### src/rtl/go_back_n_sender_assert.svh
// Assertion macros for the Go-Back-N sender.
// Included by the top level; relies on aclk and aresetn in scope.
`ifndef GO_BACK_N_SENDER_ASSERT_SVH
`define GO_BACK_N_SENDER_ASSERT_SVH

// Same-cycle implication, checked outside reset
`define GBN_ASSERT_NOW(lbl, ante, cons, msg) \
    lbl: assert property (@(posedge aclk) disable iff (!aresetn) (ante) |-> (cons)) \
        else $error(msg);

// Next-cycle implication, checked outside reset
`define GBN_ASSERT_NEXT(lbl, ante, cons, msg) \
    lbl: assert property (@(posedge aclk) disable iff (!aresetn) (ante) |=> (cons)) \
        else $error(msg);

`endif

### src/rtl/gbn_pkg.sv
// Shared types, codes and payload helpers for the Go-Back-N sender.
// No dependencies.
package gbn_pkg;

    localparam int PAYLOAD_BYTES = 20;
    localparam int PAY_W         = PAYLOAD_BYTES * 8;
    localparam int SEQ_W         = 31;

    // item kinds on the input channel
    localparam logic [1:0] FUNC_MSG  = 2'd0;
    localparam logic [1:0] FUNC_ACK  = 2'd1;
    localparam logic [1:0] FUNC_TICK = 2'd2;
    localparam logic [1:0] FUNC_NONE = 2'd3;

    // configuration register indexes
    localparam logic [1:0] CFG_WINDOW  = 2'd0;
    localparam logic [1:0] CFG_TIMEOUT = 2'd1;

    typedef enum logic [2:0] {
        ST_IDLE,
        ST_PREP,
        ST_EXEC,
        ST_ACK_CHK,
        ST_ACK_TMR,
        ST_LOOP,
        ST_OUT
    } state_t;

    // controller -> datapath
    typedef struct packed {
        logic load_in;
        logic prep;
        logic msg_store;
        logic ack_move;
        logic dl_rd;
        logic ack_timer;
        logic loop_allowed;
        logic tick;
        logic send_rd;
        logic refuse;
    } cmd_t;

    // datapath -> controller
    typedef struct packed {
        logic [1:0] func;
        logic       full;
        logic       ack_ok;
        logic       base_eq_next;
        logic       cnt_zero;
        logic       last;
    } sts_t;

    // zero every byte from the first zero byte on
    function automatic logic [PAY_W-1:0] trim_payload(input logic [PAY_W-1:0] p);
        logic [PAY_W-1:0] r;
        logic             ended;
        r     = '0;
        ended = 1'b0;
        for (int i = 0; i < PAYLOAD_BYTES; i++) begin
            if (p[8*i +: 8] == 8'd0) ended = 1'b1;
            if (!ended) r[8*i +: 8] = p[8*i +: 8];
        end
        return r;
    endfunction

    // signed sum of the bytes; trimmed bytes are zero and add nothing
    function automatic logic [31:0] byte_sum(input logic [PAY_W-1:0] p);
        logic [31:0] s;
        s = '0;
        for (int i = 0; i < PAYLOAD_BYTES; i++) begin
            s = s + {{24{p[8*i+7]}}, p[8*i +: 8]};
        end
        return s;
    endfunction

endpackage

### src/rtl/gbn_ctrl.sv
// Controller state machine for the Go-Back-N sender.
// Depends on gbn_pkg; drives the datapath through cmd_t, reads sts_t.
module gbn_ctrl (
    input  logic          aclk,
    input  logic          aresetn,
    input  logic          s_tvalid,
    output logic          s_tready,
    output logic          m_tvalid,
    input  logic          m_tready,
    input  gbn_pkg::sts_t sts,
    output gbn_pkg::cmd_t cmd
);
    import gbn_pkg::*;

    state_t state_reg, state_next;

    // state register
    always_ff @(posedge aclk) begin
        if (!aresetn) begin
            state_reg <= ST_IDLE;
        end else begin
            state_reg <= state_next;
        end
    end

    // next state and commands
    always_comb begin
        state_next = state_reg;
        cmd        = '0;
        s_tready   = 1'b0;
        m_tvalid   = 1'b0;
        case (state_reg)
            ST_IDLE: begin
                s_tready = 1'b1;
                if (s_tvalid) begin
                    cmd.load_in = 1'b1;
                    state_next  = ST_PREP;
                end
            end
            ST_PREP: begin
                cmd.prep   = 1'b1;
                state_next = ST_EXEC;
            end
            ST_EXEC: begin
                case (sts.func)
                    FUNC_MSG: begin
                        if (sts.full) begin
                            cmd.refuse = 1'b1;
                            state_next = ST_OUT;
                        end else begin
                            cmd.msg_store = 1'b1;
                            state_next    = ST_LOOP;
                        end
                    end
                    FUNC_ACK: begin
                        if (sts.ack_ok) begin
                            cmd.ack_move = 1'b1;
                            state_next   = ST_ACK_CHK;
                        end else begin
                            state_next = ST_IDLE;
                        end
                    end
                    FUNC_TICK: begin
                        cmd.tick   = 1'b1;
                        state_next = ST_LOOP;
                    end
                    default: state_next = ST_IDLE;
                endcase
            end
            ST_ACK_CHK: begin
                if (sts.base_eq_next) begin
                    cmd.loop_allowed = 1'b1;
                    state_next       = ST_LOOP;
                end else begin
                    cmd.dl_rd  = 1'b1;
                    state_next = ST_ACK_TMR;
                end
            end
            ST_ACK_TMR: begin
                cmd.ack_timer    = 1'b1;
                cmd.loop_allowed = 1'b1;
                state_next       = ST_LOOP;
            end
            ST_LOOP: begin
                if (sts.cnt_zero) begin
                    state_next = ST_IDLE;
                end else begin
                    cmd.send_rd = 1'b1;
                    state_next  = ST_OUT;
                end
            end
            ST_OUT: begin
                m_tvalid = 1'b1;
                if (m_tready) begin
                    state_next = sts.last ? ST_IDLE : ST_LOOP;
                end
            end
            default: state_next = ST_IDLE;
        endcase
    end

endmodule

### config.mk
export PLATFORM = sky130hd
export DESIGN_NAME = gbn_ctrl
export DESIGN_NICKNAME = d
export VERILOG_FILES = /design/src/rtl/go_back_n_sender_assert.svh /design/src/rtl/gbn_pkg.sv /design/src/rtl/gbn_ctrl.sv
export SDC_FILE = /design/constraint.sdc
export NUM_CORES = 1
export LEC_CHECK = 0
export ABC_AREA = 1
export ABC_CLOCK_PERIOD_IN_PS = 900
export BUFFER_PORTS_ARGS = -buffer_cell sky130_fd_sc_hd__buf_2
export CAP_MARGIN = 25
export CORE_AREA = 4 4 41 43
export DETAILED_ROUTE_END_ITERATION = 6
export DIE_AREA = 0 0 45 47
export PLACE_DENSITY = 0.68
export SYNTH_ARGS = -nofsm -noshare
export SYNTH_HDL_FRONTEND = slang
export SYNTH_SLANG_ARGS = --single-unit
### constraint.sdc
create_clock -name aclk -period 0.9 [get_ports aclk]
set_input_delay 0.09 -clock aclk [delete_from_list [all_inputs] [get_ports aclk]]
set_output_delay 0.09 -clock aclk [all_outputs]
set_load 0.02 [all_outputs]
==> flow_metrics.tcl, run 1 <==
set metrics [dict create \
    coreArea_sq_um 1300 \
    io_buffer_count 22 \
    failed_checks "setup timing" \
    seq_area_frac_synth_pct 16.4 \
    post-synth-top-area-fraction_pct 16.4 \
    synth_warnings 0 \
    worstMarginPinSlew_ns 0.185 \
    leakage_power_uw 0.000433 \
    post-route-min-period_ns 1.30 \
    regToRegEndpoint "state_reg[2]" \
    syn2layout_area_growth_pct 130 \
    critical_path_peak_fanout 7 \
    clock_tree.htree_level_count 1 \
    design.final.nets 116 \
    power.density_cell_area_nw_per_um2 1280 \
    clk-insertion-delay-late_ns 0.25 \
    cts.sinks 3 \
    synthDominantAreaCellType "sky130_fd_sc_hd__dfxtp_1" \
    r2r_setup_slk_ns -0.31 \
    grt_setup_unrepaired "true" \
    post-place-ws_ns -0.293 \
    irDropWorstVdd_mv 0.558 \
    avgRoutedWirePerCell_microns 10.9 \
    clk_transition_reported_paths_ns 0.04 \
    intPower_uw 643 \
    drc 0 \
    avgViaCountPerCell 4.43 \
    cts_tree "done" \
    antenna_found_initial 0 \
    final_cell_mix "17 x sky130_fd_sc_hd__buf_4, 13 x sky130_fd_sc_hd__buf_6, 12 x sky130_fd_sc_hd__buf_2" \
    fin_crit_sh_pct 144 \
    setup_tns_ns -5.06 \
    net-switching-power_uw 431 \
    hold_path.class "in -> reg" \
    die_height_microns 47 \
    totalWireLength_microns 1290 \
    design.die.area_sq_um 2120 \
    worst_setup_path_start "state_reg[1]" \
    fp.dieW_microns 45 \
    place.gp.congestion 0.758 \
    power.share.sequential_pct 18.2 \
    worst-endpoint-arrival_ns 1.21 \
    finalSetupViolCount 15 \
    ioPinCount 23 \
    max_cap_viol_count 0 \
    grt_pass1_wl_microns 2010 \
    grt.total_usage_pct 13.3 \
    holdWs_ns 0.103 \
    drive_above_1_share_pct 73.1 \
    p_clk_share_pct 23.5 \
    ctsRootBufferMaster "sky130_fd_sc_hd__clkbuf_4" \
    detailedRoute.firstPassIterationCount 2 \
    max_clock_freq_mhz 772 \
    yosys.cell_types.count 19 \
    avgSynthCellArea_sq_um 6.09 \
    r2r.worst_path.cells 8 \
    largest_register_ffs 3 \
    netlist_area_sq_um 365 \
    insertedDiodeCount 0 \
    bufs_on_longest_clock_path 2 \
    status "finished, violations left" \
    dp.final_hpwl_microns 952 \
    final_max_slew_viol_count 0 \
    detailed_place.area_sq_um 608 \
    vias 527 \
    switching_part_of_the_total_power_pct 40.1 \
    path_class "reg -> out" \
    clock_skew_ns 0.00560 \
    layout.cells.most_common "sky130_fd_sc_hd__buf_4" \
    grt_max_degree 8 \
    cp-endpoint "cmd[9]" \
    grt_overflow 0 \
    start_util_pct 28.1 \
    maxSlewHeadroom_pct 87.6 \
    postSynthNetCount 71 \
    synth_top_cells_by_area "sky130_fd_sc_hd__dfxtp_1 16%, sky130_fd_sc_hd__inv_1 12%, sky130_fd_sc_hd__nor2_1 11%, sky130_fd_sc_hd__nand2_1 10%, sky130_fd_sc_hd__nor3_2 8.2%" \
    drt_iter0_markers 2 \
    syn-instance-count 60 \
    synth.ff_latch_count 3 \
    num_rows 13 \
    source_of_the_worst_register_to_register_timing_path "state_reg[0]" \
    count_of_final_hold_check_violations 0 \
    grt_pass1_vias 524 \
    fin_ws_ns -0.395 \
    cp-start-kind "flip-flop" \
    part_of_the_total_power_dissipated_in_combinational_logic_pct 58.3 \
    critical_path.endpoint_type "output port" \
    cts_hold_buffers 0 \
    worst_ep_required_time_ns 0.81 \
    postRouteAntennaNets 0 \
    post_layout_inst_area_sq_um 841 \
    cts-buffers-inserted 3 \
]
==> cell families (layout without fill, tap and decap cells) <==
logic type      count (synthesis)  count (layout)  synth area share, %
simple gates                   37              37                 56.2
buf+inv                        17              61                 22.3
compound gates                  3               3                 5.13
flops                           3               3                 16.4
==> cell type report <==
class	count	area (sq um)
Fill cell	117	460
Multi-Input combinational cell	40	324
Tap cell	15	18.8
Clock buffer	4	26.3
Sequential cell	3	71.3
Inverter	15	66.3
Timing Repair Buffer	42	334
==> how the worst min path moves through the flow <==
stage / cells past startpoint / slack (ns) / to / start
after detailed placement: 3 / 0.35 / state_reg[1] / aresetn
final: 3 / 0.10 / state_reg[1] / aresetn
after global routing: 3 / 0.13 / state_reg[1] / aresetn
after CTS: 3 / 0.11 / state_reg[1] / aresetn
after floorplan: 1 / 0.21 / cmd[7] / sts[6]
after global placement: 3 / 0.34 / state_reg[1] / aresetn
==> power by group through the flow <==
stage	clock, uW	combinational, uW	sequential (uW)
4_1_cts	249	589	197
3_3_place_gp	0	426	192
5_1_grt	248	672	199
6_report	252	626	196
3_5_place_dp	0	439	195
2_1_floorplan	0	300	177
==> synth_stat cells (all sizes together) <==
library cell,count
nor2,15
a21oi,2
nor4,2
or2,1
buf,2
o21ai,1
nand2,10
inv,15
nor3,4
dfxtp,3
nand3,5
==> critical path, cell delays in order, from the launching register on <==
cell and delay [ns]:
sky130_fd_sc_hd__dfxtp_4 0.37, sky130_fd_sc_hd__buf_4 0.16, sky130_fd_sc_hd__nor4_4 0.25, sky130_fd_sc_hd__buf_4 0.17
==> through the flow <==
| step | util [%] | std cells | total power, uW |
|---|---|---|---|
| floorplan | - | 60 | 477 |
| global placement | 46.7 | 105 | 618 |
| detailed placement | 46.7 | 105 | 634 |
| CTS | 62.1 | 118 | 1040 |
| global route | 64.6 | 119 | 1120 |
| finish | 64.6 | 119 | 1070 |
==> routing by layer <==
| layer | share of wire [%] | GRT usage (%) | vias to the layer above |
|---|---|---|---|
| li1 | - | - | 270 |
| met1 | 36 | 12.8 | 232 |
| met2 | 54 | 25.7 | 19 |
| met5 | 0 | 0 | - |
| met4 | 2.8 | 7.02 | 0 |
| met3 | 7.0 | 3.45 | 6 |
==> repair_timing <==
action,in CTS,in global routing
pin swaps,9,4
hold endpoints to repair,0,0
setup endpoints to repair,15,15
buffers inserted,9,1
gates resized for setup,33,5
Note: power is estimated with default switching activity, not from simulation.
==> run 2: changes to the inputs <==
- BUFFER_PORTS_ARGS: -buffer_cell sky130_fd_sc_hd__buf_2 -> default
- CAP_MARGIN: 25 -> 20
- DONT_BUFFER_PORTS: default -> 1
- PLACE_DENSITY: 0.68 -> 0.52
==> flow_metrics.tcl, run 2 (synthesis results as in run 1) <==
set metrics [dict create \
    design.final.nets 101 \
    max_clock_freq_mhz 803 \
    hold_path.class "in -> reg" \
    irDropWorstVdd_mv 0.536 \
    failed_checks "setup timing" \
    power.density_cell_area_nw_per_um2 1350 \
    largest_register_ffs 3 \
    post_layout_inst_area_sq_um 768 \
    bufs_on_longest_clock_path 2 \
    place.gp.congestion 0.802 \
    die_height_microns 47 \
    detailedRoute.firstPassIterationCount 4 \
    num_rows 13 \
    critical_path.endpoint_type "output port" \
    avgViaCountPerCell 4.63 \
    fin_crit_sh_pct 138 \
    finalSetupViolCount 15 \
    worst_ep_required_time_ns 0.81 \
    post-place-ws_ns -0.200 \
    grt_pass1_wl_microns 2010 \
    maxSlewHeadroom_pct 82.2 \
    status "finished, violations left" \
    drc 0 \
    syn2layout_area_growth_pct 110 \
    final_cell_mix "14 x sky130_fd_sc_hd__buf_4, 13 x sky130_fd_sc_hd__buf_6, 8 x sky130_fd_sc_hd__nor2_1" \
    clk-insertion-delay-late_ns 0.23 \
    post-route-min-period_ns 1.25 \
    cts-buffers-inserted 3 \
    drt_iter0_markers 1 \
    critical_path_peak_fanout 6 \
    detailed_place.area_sq_um 536 \
    design.die.area_sq_um 2120 \
    totalWireLength_microns 1150 \
    grt.total_usage_pct 13.2 \
    path_class "reg -> out" \
    drive_above_1_share_pct 71.9 \
    insertedDiodeCount 0 \
    fin_ws_ns -0.346 \
    worstMarginPinSlew_ns 0.266 \
    avgRoutedWirePerCell_microns 11.1 \
    clock_skew_ns 0.000963 \
    antenna_found_initial 0 \
    cp-start-kind "flip-flop" \
    layout.cells.most_common "sky130_fd_sc_hd__buf_4" \
    ioPinCount 23 \
    cts.sinks 3 \
    design_power_total_uw 1040 \
    grt_overflow 0 \
    start_util_pct 28.1 \
    cts_tree "done" \
    dp.final_hpwl_microns 817 \
    fp.dieW_microns 45 \
    grt_pass1_vias 505 \
    r2r_setup_slk_ns -0.26 \
    postRouteAntennaNets 0 \
    coreArea_sq_um 1300 \
    final_util_pct 59.0 \
    count_of_final_hold_check_violations 0 \
    worst-endpoint-arrival_ns 1.16 \
    io_buffer_count 0 \
    grt_setup_unrepaired "true" \
    layout.filler_cells 117 \
    clk_transition_reported_paths_ns 0.03 \
    max_cap_viol_count 0 \
    final_max_slew_viol_count 0 \
    vias 481 \
    leakage_power_uw 0.000383 \
    grt_max_degree 8 \
    ctsRootBufferMaster "sky130_fd_sc_hd__clkbuf_4" \
    clock_tree.htree_level_count 1 \
]
==> run 2: cell count changes in the layout (fill, tap and decap cells not counted), sizes merged <==
cell  delta
buf     -15
==> run 2: cell type report <==
class,instances,area (sq um),share of cell area (%)
inverters,15,68.8,8.96
flip-flops and latches,3,71.3,9.28
multi-input cells,40,332,43.2
well taps,15,18.8,2.44
clock buffers,4,26.3,3.42
repair buffers,27,251,32.7
==> run 2: metal layers <==
layer	global-route usage (%)	up-vias	wire, microns
met2	23.4	23	574
li1	-	242	-
met3	3.07	5	113
met4	8.77	0	35
met5	0	-	0
met1	13.8	211	428
==> run 2: path summary, 6_finish.rpt <==
kind	startpoint	to	cells after the start
min	aresetn	state_reg[0]	2
min reg2reg	state_reg[1]	state_reg[2]	4
max reg2reg	state_reg[1]	state_reg[0]	8
max	state_reg[0]	cmd[7]	5
==> run 2: worst max-delay path, stage by stage, from the launching register on <==
cell and delay (ns):
sky130_fd_sc_hd__dfxtp_4 0.36, sky130_fd_sc_hd__inv_8 0.08, sky130_fd_sc_hd__nand3_4 0.08, sky130_fd_sc_hd__nor2_4 0.11, sky130_fd_sc_hd__inv_2 0.07, sky130_fd_sc_hd__nor3_4 0.22
==> run 2: per-stage QoR <==
stage	setup TNS (ns)	hold WS, ns	cells
3_5_place_dp	-1.78	0.217	88
3_3_place_gp	-1.69	0.217	88
6_report	-4.46	0.0105	104
2_1_floorplan	-1.07	0.215	60
4_1_cts	-4.51	0.0101	101
5_1_grt	-5.23	0.0280	104
==> run 2: report_power, final <==
| part | internal (uW) | switching, uW |
|---|---|---|
| clock network | 166 | 70.5 |
| registers | 156 | 41.7 |
| logic | 314 | 290 |
==> run 2: repair_timing <==
action                     4_1_cts  5_1_grt
pin swaps                        9        3
gates resized for setup         24        8
setup endpoints to repair       15       15
buffers inserted                 9        3
hold buffers                     0        0
